`config.mk`:
```
export PLATFORM = sky130hd
export DESIGN_NAME = dikf_cell
export DESIGN_NICKNAME = d
export VERILOG_FILES = /design/src/sv/dikf_pkg.sv /design/src/sv/dikf_cell.sv
export SDC_FILE = /design/constraint.sdc
export NUM_CORES = 1
export LEC_CHECK = 0
export ABC_AREA = 0
export BUFFER_PORTS_ARGS = -buffer_cell sky130_fd_sc_hd__clkbuf_2
export CORE_MARGIN = 2
export CORE_UTILIZATION = 49
export DETAILED_ROUTE_END_ITERATION = 8
export PLACE_DENSITY_LB_ADDON = 0.2
export SYNTH_ARGS = -nofsm -noshare
export SYNTH_HDL_FRONTEND = slang
export SYNTH_SLANG_ARGS = --single-unit
export TNS_END_PERCENT = 50
```
`constraint.sdc`:
```
create_clock -name clk_i -period 4 [get_ports clk_i]
set_clock_uncertainty 0.15 [all_clocks]
set_input_delay 0.6 -clock clk_i [delete_from_list [all_inputs] [get_ports clk_i]]
set_output_delay 0.6 -clock clk_i [all_outputs]
set_load 0.03 [all_outputs]
```
`src/sv/dikf_pkg.sv`:
```
package dikf_pkg;

  localparam int RingDepth = 16;
  localparam int DivNumW   = 48;
  localparam int DivDenW   = 33;

  localparam logic [31:0] CovReset   = 32'd65536000;
  localparam logic [31:0] QReset     = 32'd655;
  localparam logic [31:0] RReset     = 32'd327680;
  localparam logic [15:0] ScaleReset = 16'd410;
  localparam logic [15:0] RangeReset = 16'd56000;
  localparam logic [15:0] DivLReset  = 16'd32000;

  typedef enum logic [2:0] {
    CFG_Q     = 3'd0,
    CFG_R     = 3'd1,
    CFG_SCALE = 3'd2,
    CFG_RANGE = 3'd3,
    CFG_DIVL  = 3'd4
  } cfg_idx_e;

  typedef enum logic [1:0] {
    CELL_HOLD,
    CELL_LOAD,
    CELL_SORT,
    CELL_SHIFT
  } cell_mode_e;

  typedef struct packed {
    cell_mode_e mode;
    logic       odd;
  } cell_ctl_t;

  typedef enum logic [3:0] {
    ST_IDLE,
    ST_LOAD,
    ST_SORT,
    ST_SUM,
    ST_MDIV,
    ST_WAIT,
    ST_UPD1,
    ST_UPD2,
    ST_UPD3,
    ST_SCALE,
    ST_OUT
  } state_e;

endpackage

```
`src/sv/dikf_cell.sv`:
```
module dikf_cell import dikf_pkg::*; (
  input  logic        clk_i,
  input  logic        rst_ni,
  input  cell_ctl_t   ctl_i,
  input  logic        pair_right_i,
  input  logic        pair_left_i,
  input  logic [15:0] load_val_i,
  input  logic        load_vld_i,
  input  logic [15:0] left_val_i,
  input  logic        left_vld_i,
  input  logic [15:0] right_val_i,
  input  logic        right_vld_i,
  output logic [15:0] val_o,
  output logic        vld_o
);

  logic [15:0] val_q, val_d;
  logic        vld_q, vld_d;

  // Empty entries sort above every sample.
  function automatic logic above(logic av, logic [15:0] a, logic bv, logic [15:0] b);
    return (!av && bv) || ((av == bv) && (a > b));
  endfunction

  always_comb begin
    val_d = val_q;
    vld_d = vld_q;
    case (ctl_i.mode)
      CELL_LOAD: begin
        val_d = load_val_i;
        vld_d = load_vld_i;
      end
      CELL_SORT: begin
        if (pair_right_i && above(vld_q, val_q, right_vld_i, right_val_i)) begin
          val_d = right_val_i;
          vld_d = right_vld_i;
        end else if (pair_left_i && above(left_vld_i, left_val_i, vld_q, val_q)) begin
          val_d = left_val_i;
          vld_d = left_vld_i;
        end
      end
      CELL_SHIFT: begin
        val_d = right_val_i;
        vld_d = right_vld_i;
      end
      default: ;
    endcase
  end

  always_ff @(posedge clk_i or negedge rst_ni) begin
    if (!rst_ni) begin
      vld_q <= 1'b0;
    end else begin
      vld_q <= vld_d;
    end
  end

  always_ff @(posedge clk_i) begin
    val_q <= val_d;
  end

  assign val_o = val_q;
  assign vld_o = vld_q;

endmodule

```
Word-level counts from Yosys, hierarchy flattened --
Index checks and enable logic that the tools add are counted.
Word-level totals: register bits 17, latch bits 0, RAM bits 0, ROM bits 0, bits of input ports 58, word-level logic and storage cells 28, memories 0
Operators by class: add/sub/neg operators 0, multipliers 0, div/mod/pow operators 0, order comparisons 2, equality and inequality tests 6, shifts and indexed selects 0, muxes and demuxes 6, bitwise gates (word level) 0, reductions and logical operators 12
Operators with widths (count):
- 16-bit case mux with 3 select lines | 1
- 16-bit greater-than comparator | 2
- 16-bit 2-to-1 mux | 2
- 1-bit logical AND | 6
- 2-bit equality test (second input constant) | 2
- 3-bit inequality test (second input constant) | 1
- 1-bit case mux with 3 select lines | 1
- 3-bit nonzero test | 1
- 1-bit equality test | 2
- 2-bit by 1-bit equality test with 1-bit output (second input constant) | 1
- 1-bit zero test | 2
- 1-bit logical OR | 2
- 1-bit 2-to-1 mux | 2
- 2-bit AND reduction | 1

Longest topological paths before layout --
Gate-level depths: netlist (run 1).
depth after elaboration 7, gate-level depth with buffers 10, depth with buffers taken out 9

Least setup slack after synthesis (run 1) --
Ideal clock, no wire load.
path kind reg-to-reg, start point reg val_q[1], in the netlist val_o[1], end point reg vld_q, in the netlist vld_o, library setup time 128 ps, arrival time 2786 ps, data required time 3722 ps, setup slack 936 ps, cell stages (with the launch flop) 10, clock period less this slack 3064 ps, cells stage by stage edfxtp_1 > inv_1 > ha_1 > nor2b_1 > o211ai_1 > a2111o_1 > nand3_1 > a31oi_1 > o21ai_1 > mux2_1
Between the ends: longest elaborated chain between the ends 6
Ends and longest elaborated chain:
- from (decl) | RTL line dikf_cell.sv:17 | logic [15:0] val_q, val_d;
- from (signal assigned) | RTL line dikf_cell.sv:59 | val_q <= val_d;
- 16-bit greater-than comparator | RTL line dikf_cell.sv:22 | return (!av && bv) || ((av == bv) && (a > b));
- 1-bit logical AND | RTL line dikf_cell.sv:22
- 1-bit logical OR | RTL line dikf_cell.sv:22
- 1-bit logical AND, on equally long branches | RTL line dikf_cell.sv:34, dikf_cell.sv:37
- 1-bit 2-to-1 mux or 3-bit inequality test (tied branches)
- 1-bit case mux with 3 select lines or 2-bit AND reduction (tied branches)
- to (signal assigned) | RTL line dikf_cell.sv:54 | vld_q <= vld_d;
- to (decl) | RTL line dikf_cell.sv:18 | logic vld_q, vld_d;
Several ways; a longest one is shown, not always the timed one. A chain may end at the register's enable or synchronous reset.

Worst setup path in the final report (run 1) --
start point in right_val_i[14], end point reg val_q[2], in the netlist val_o[2] (data pin)
Between the ends: longest elaborated chain between the ends 6
Ends and longest elaborated chain:
- from (decl) | RTL line dikf_cell.sv:11 | input logic [15:0] right_val_i,
- 16-bit greater-than comparator | RTL line dikf_cell.sv:22
- 1-bit logical AND | RTL line dikf_cell.sv:22
- 1-bit logical OR | RTL line dikf_cell.sv:22
- 1-bit logical AND | RTL line dikf_cell.sv:34 | if (pair_right_i && above(vld_q, val_q, right_vld_i, right_val_i)) begin
- 16-bit 2-to-1 mux | RTL line dikf_cell.sv:34
- 16-bit case mux with 3 select lines | RTL line dikf_cell.sv:28 | case (ctl_i.mode)
- net val_d[2] | RTL line dikf_cell.sv:17
The timed path passes the listed nets, and every way through them passes these cells.

==> results of run 1 <==
## area by class of cell
type,instances,area (µm²)
inverter,37,139
timing repair buffer,77,398
multi-input combinational,142,1120
fill,323,1340
sequential,17,505
clock buffer,4,45.0
tap,48,60.1
## flip-flops by register name (all words and copies together), names as in the netlist
| signal | cells |
|---|---|
| val_o | 16 |
| vld_o | 1 |
## power by group through the flow
stage	Sequential [mW]	Clock, mW	Combinational (mW)
2_1_floorplan	0.295	0	0.191
3_3_place_gp	0.253	0	0.325
3_5_place_dp	0.254	0	0.333
4_1_cts	0.250	0.133	0.336
5_1_grt	0.253	0.138	0.373
6_report	0.249	0.129	0.332
## Yosys cell counts
cell type,n
a2111o_1,1
a2111oi_2,1
a211o_1,1
a211oi_1,2
a21o_1,1
a21oi_1,27
a21oi_2,1
a2bb2oi_1,1
a31oi_1,1
a41o_1,1
buf_12,1
buf_6,1
clkbuf_1,4
dfrtp_1,1
edfxtp_1,16
ha_1,34
inv_1,37
mux2_1,1
mux2i_1,17
nand2_1,6
nand3_1,3
nand4_1,7
nand4_2,1
nor2_1,21
nor2b_1,2
nor4_1,1
o211ai_1,3
o21ai_0,4
o21ai_1,2
o31a_1,1
o41ai_2,1
or4_1,1
## kinds of logic after synthesis
| kind of cell | after synthesis | synth area share |
|---|---|---|
| simple gates | 42 | 0.110 |
| compound gates | 48 | 0.169 |
| mux | 18 | 0.101 |
| buf+inv | 43 | 0.103 |
| fa+ha+maj | 34 | 0.236 |
| flops | 17 | 0.281 |
## through the flow
stage               setup WS (ns)  cell area [µm²]  cells  hold slack, ns
floorplan                   0.936             1800    202           0.154
CTS                         0.924             2270    325           0.448
global route                0.765             2270    325           0.455
detailed placement          0.660             2210    320           0.228
finish                      0.955             2270    325           0.442
global placement            0.706             2210    320           0.226
## worst max path at each step
stage,depth (start not counted),endpoint,from,slack [ns]
global route,10,val_o[2]$_DFFE_PP_,right_val_i[10],0.76
global placement,10,val_o[7]$_DFFE_PP_,right_val_i[7],0.71
detailed placement,10,val_o[2]$_DFFE_PP_,right_val_i[7],0.66
CTS,10,val_o[2]$_DFFE_PP_,right_val_i[7],0.92
finish,10,val_o[2]$_DFFE_PP_,right_val_i[14],0.95
floorplan,9,vld_o$_DFFE_PN0P_,val_o[1]$_DFFE_PP_,0.94
## repair_timing
action / in CTS / in global routing
hold buffers: 1 / 0
gates resized for setup: 0 / 0
endpoints found under the hold margin: 1 / 0
## routing by layer
metal / part of all wire / up-vias / GRT usage
met4: 0.0088 / 0 / 0.0426
met1: 0.44 / 749 / 0.260
met3: 0.045 / 6 / 0.0347
met2: 0.50 / 51 / 0.374
met5: 0 / - / 0
li1: - / 880 / -
==> metrics, run 1 <==
status complete, no violations; CTS sink cnt 17; Hold/Removal Path Class reg2reg; Post-Syn Area 0.00180 mm²; combinational share of power 0.467; cells on worst reg2reg path 8; fin nets 370; Power per Cell Area 313 mW/mm²; vias in the first global route 1595; GP Congestion 0.835; Die H 64.6 µm; Peak VDD IR 0.000231 V; final WL 4080 µm; post-CTS setup buffers 0; Rel. slew slack 0.493; sequential area share after synthesis 0.281; H-tree depth 1; r2r endpoint val_o[2]$_DFFE_PP_; area grow syn2layout 26.0%; Final min period 3.05 ns; CP Launch Type input pin; share of layout cells above drive strength 1 0.300; Avg Cell Area, Syn 8.91 µm²; final hold vios 0; final core occ 0.629; switching pwr 274 µW; CP Capture Type flip-flop; Synth warnings 0; CP max-delay cell o41ai_4; top fanout value on the critical path 8; router iterations before antenna repair 4; internal power 437 µW; Arr. time, crit path 2.86 ns; count of cell types in the netlist 32; sw frac 0.385; Setup TNS 0 ns; Final Power 711 µW; Root Driver clkbuf_8; Flop pwr share 0.351; cell taking the most area after synthesis edfxtp_1; diode count 0; commonest non-fill, non-tap cell in the layout clkbuf_2; Worst Setup Path Type in2reg; WHS Endpoint vld_o$_DFFE_PN0P_; worst reg-to-reg setup slack 0.98 ns; total CTS buffers 3; Req. time, crit path 3.81 ns; WL/cell 12.5 µm; # IOs 75; Cell Chain, Critical Path clkbuf_2, inv_1, ha_1, nand4_2, a211oi_1, a211o_1, o41ai_4, buf_4, mux2i_1, a21oi_1; worst-case clock buffer depth 2; Synth Instances 202; dpl hpwl 3480 µm; top cell type's share of synthesized area 0.267; worst r2r src val_o[14]$_DFFE_PP_; Area contributors post-synth edfxtp_1, ha_1, mux2i_1; Max Cap Viol 0; f_max 328 MHz; Top Family by Delay on Critical Path compound AO/OA/AOI/OAI gates; Vias 1686; width of the chip 64.6 µm; HP Start vld_o$_DFFE_PN0P_; Skew-Pair Late Insertion Delay 0.25 ns; RSZ-0062 raised after global routing no; hold-critical path depth 1; crit share post-route 0.761; Iteration-0 DRC Markers 61; DRT antenna net count 0; Clock power frac 0.182; grt ovf 0; final setup vio count 0; leakage power 1.24 nW; total die area 0.00418 mm²; worst path bufs/invs 3; Worst path max stage delay 0.60 ns; initial antenna violation count 0; Residual DRC 0; CTS tree yes; GRT Total Usage 0.207; Clock transition at path regs 0.07 ns; most frequent cells in the layout clkbuf_2, inv_1, ha_1, a21oi_1, nor2_1; I/O Buffers 73; Vias per Instance 5.19; Worst-Margin Slew 0.755 ns; Starting Density 0.499; Yosys reg bits 17; first-pass GRT wire length 6780 µm; number of placement rows 22; Final Max Slew Viols 0; CORE AREA 0.00361 mm²; largest net degree at the start of global routing 37; total nets after synthesis 294
Power figures use the tool's default switching activity.
==> run 2, diff against run 1 <==
Settings changed: CORE_UTILIZATION 49 to 44.
Clock period 4 ns to 2.6 ns, I/O delays scaled along.
==> metrics, run 2 (synthesis gave the netlist of run 1 again) <==
final core occ 0.655 (was 0.629); Root Driver clkbuf_8 (unchanged); Worst path max stage delay 0.40 ns (was 0.60 ns); area grow syn2layout 44.5% (was 26.0%); largest net degree at the start of global routing 20 (was 37); Req. time, crit path 2.60 ns (was 3.81 ns); first-pass GRT wire length 6820 µm (was 6780 µm); Starting Density 0.453 (was 0.499); diode count 0 (unchanged); WL/cell 13.2 µm (was 12.5 µm); Skew-Pair Late Insertion Delay 0.26 ns (was 0.25 ns); Vias per Instance 5.16 (was 5.19); sw frac 0.384 (was 0.385); Peak VDD IR 0.000235 V (was 0.000231 V); fin nets 390 (was 370); Final min period 2.60 ns; Clock power frac 0.169 (was 0.182); commonest non-fill, non-tap cell in the layout clkbuf_2 (unchanged); final hold vios 0 (unchanged); status complete, no violations (unchanged); Flop pwr share 0.309 (was 0.351); final WL 4570 µm (was 4080 µm); GRT Total Usage 0.197 (was 0.207); number of placement rows 23 (was 22); max reg flops 16 (unchanged); vias in the first global route 1640 (was 1595); Iteration-0 DRC Markers 60 (was 61); Clock transition at path regs 0.07 ns (about the same); Rel. slew slack 0.717 (was 0.493); router iterations before antenna repair 6 (was 4); worst-case clock buffer depth 2 (unchanged); grt ovf 0 (unchanged); leakage power 1.37 nW (was 1.24 nW); GP Congestion 0.781 (was 0.835); Worst-Margin Slew 0.421 ns (was 0.755 ns); initial antenna violation count 0 (unchanged); Hold/Removal Path Class in2async (was reg2reg); Arr. time, crit path 2.59 ns (was 2.86 ns); share of layout cells above drive strength 1 0.391 (was 0.300); dpl hpwl 3600 µm (was 3480 µm); combinational share of power 0.523 (was 0.467); CORE AREA 0.00397 mm² (was 0.00361 mm²); Power per Cell Area 477 mW/mm² (was 313 mW/mm²); internal power 763 µW (was 437 µW); Final Max Slew Viols 0 (unchanged); top fanout value on the critical path 3 (was 8); Worst setup startpoint val_o[9]$_DFFE_PP_ (was right_val_i[14]); Worst Setup Path Type reg2reg (was in2reg); Die H 68.0 µm (was 64.6 µm); I/O Buffers 73 (unchanged); Setup Slack @ Placement -0.162 ns (was 0.660 ns); CTS sink cnt 17 (unchanged); CTS tree yes (unchanged); worst r2r src val_o[9]$_DFFE_PP_ (was val_o[14]$_DFFE_PP_); DRT antenna net count 0 (unchanged); most frequent cells in the layout clkbuf_2, inv_1, ha_1, a21oi_1, nor2_1 (unchanged); r2r endpoint vld_o$_DFFE_PN0P_ (was val_o[2]$_DFFE_PP_); cells on worst reg2reg path 9 (was 8); Cell Chain, Critical Path ha_1, nand4_1, nor2_1, a211o_1, o41ai_4, buf_4, mux2i_1, a21oi_1, mux2_4 (was clkbuf_2, inv_1, ha_1, nand4_2, a211oi_1, a211o_1, o41ai_4, buf_4, mux2i_1, a21oi_1); Max Cap Viol 0 (unchanged); final setup vio count 0 (unchanged); # IOs 75 (unchanged); width of the chip 68.0 µm (was 64.6 µm); f_max 385 MHz; Fill cells 339 (was 323); switching pwr 477 µW (was 274 µW); Finished Layout Cells 347 (was 325); worst path bufs/invs 1 (was 3); CP Capture Type flip-flop (unchanged); final worst slack 0.00492 ns (was 0.955 ns); Vias 1792 (was 1686); Top Family by Delay on Critical Path compound AO/OA/AOI/OAI gates (unchanged); total CTS buffers 3 (unchanged); total die area 0.00462 mm² (was 0.00418 mm²); Residual DRC 0 (unchanged); crit share post-route 0.998; CP max-delay cell edfxtp_1 (was o41ai_4); H-tree depth 1 (unchanged); worst reg-to-reg setup slack 0.005 ns (was 0.98 ns); RSZ-0062 raised after global routing yes (was no); CP Launch Type flip-flop (was input pin); Placed Instances 339 (was 320)
run 2: power by group through the flow:
stage | Clock [mW] | Sequential, mW | Combinational, mW
2_1_floorplan | 0 | 0.455 | 0.304
3_3_place_gp | 0 | 0.384 | 0.572
3_5_place_dp | 0 | 0.384 | 0.578
4_1_cts | 0.212 | 0.378 | 0.600
5_1_grt | 0.228 | 0.387 | 0.715
6_report | 0.209 | 0.383 | 0.648
run 2: final cells by class:
type / instances / area (µm²) / area share
multi-input cells: 142 / 1280 / 0.491
repair buffers: 97 / 572 / 0.220
flip-flops and latches: 17 / 505 / 0.194
inverters: 37 / 139 / 0.0534
well taps: 50 / 62.6 / 0.0241
clock buffers: 4 / 45.0 / 0.0173
run 2: worst max path at each step:
stage | end | cells past startpoint
floorplan | vld_o$_DFFE_PN0P_ | 9
global placement | vld_o$_DFFE_PN0P_ | 11
detailed placement | val_o[2]$_DFFE_PP_ | 10
CTS | vld_o$_DFFE_PN0P_ | 9
global route | vld_o$_DFFE_PN0P_ | 9
finish | vld_o$_DFFE_PN0P_ | 9
run 2: per-stage QoR:
stage	setup TNS [ns]	power [mW]	area, µm²	hold slack (ns)
final	0	1.24	2600	0.276
after global routing	-1.13	1.33	2600	0.290
after CTS	-0.0201	1.19	2470	0.282
after detailed placement	-1.47	0.962	2390	0.0160
after global placement	-1.90	0.955	2390	0.0167
after floorplan	-0.484	0.760	1840	-0.0556
run 2: worst register-to-register path: stages (launching register included):
cell and delay [ns]:
edfxtp_1 0.40, ha_1 0.33, nand4_1 0.13, nor2_1 0.05, a211o_1 0.33, o41ai_4 0.37, buf_4 0.20, mux2i_1 0.17
a21oi_1 0.08, mux2_4 0.26
run 2: what timing repair did:
item                                    CTS  global route
resized for setup                         5            12
hold endpoints to repair                  1             0
hold buffers                              1             0
buffers inserted                          1             3
pin swaps                                 6            19
endpoints found under the setup margin    3            33
run 2: routing by layer:
metal | part of all wire | track usage | vias up
met1 | 0.46 | 0.246 | 799
met3 | 0.045 | 0.0280 | 9
met5 | 0 | 0 | -
met4 | 0.016 | 0.0750 | 0
li1 | - | - | 920
met2 | 0.48 | 0.341 | 64
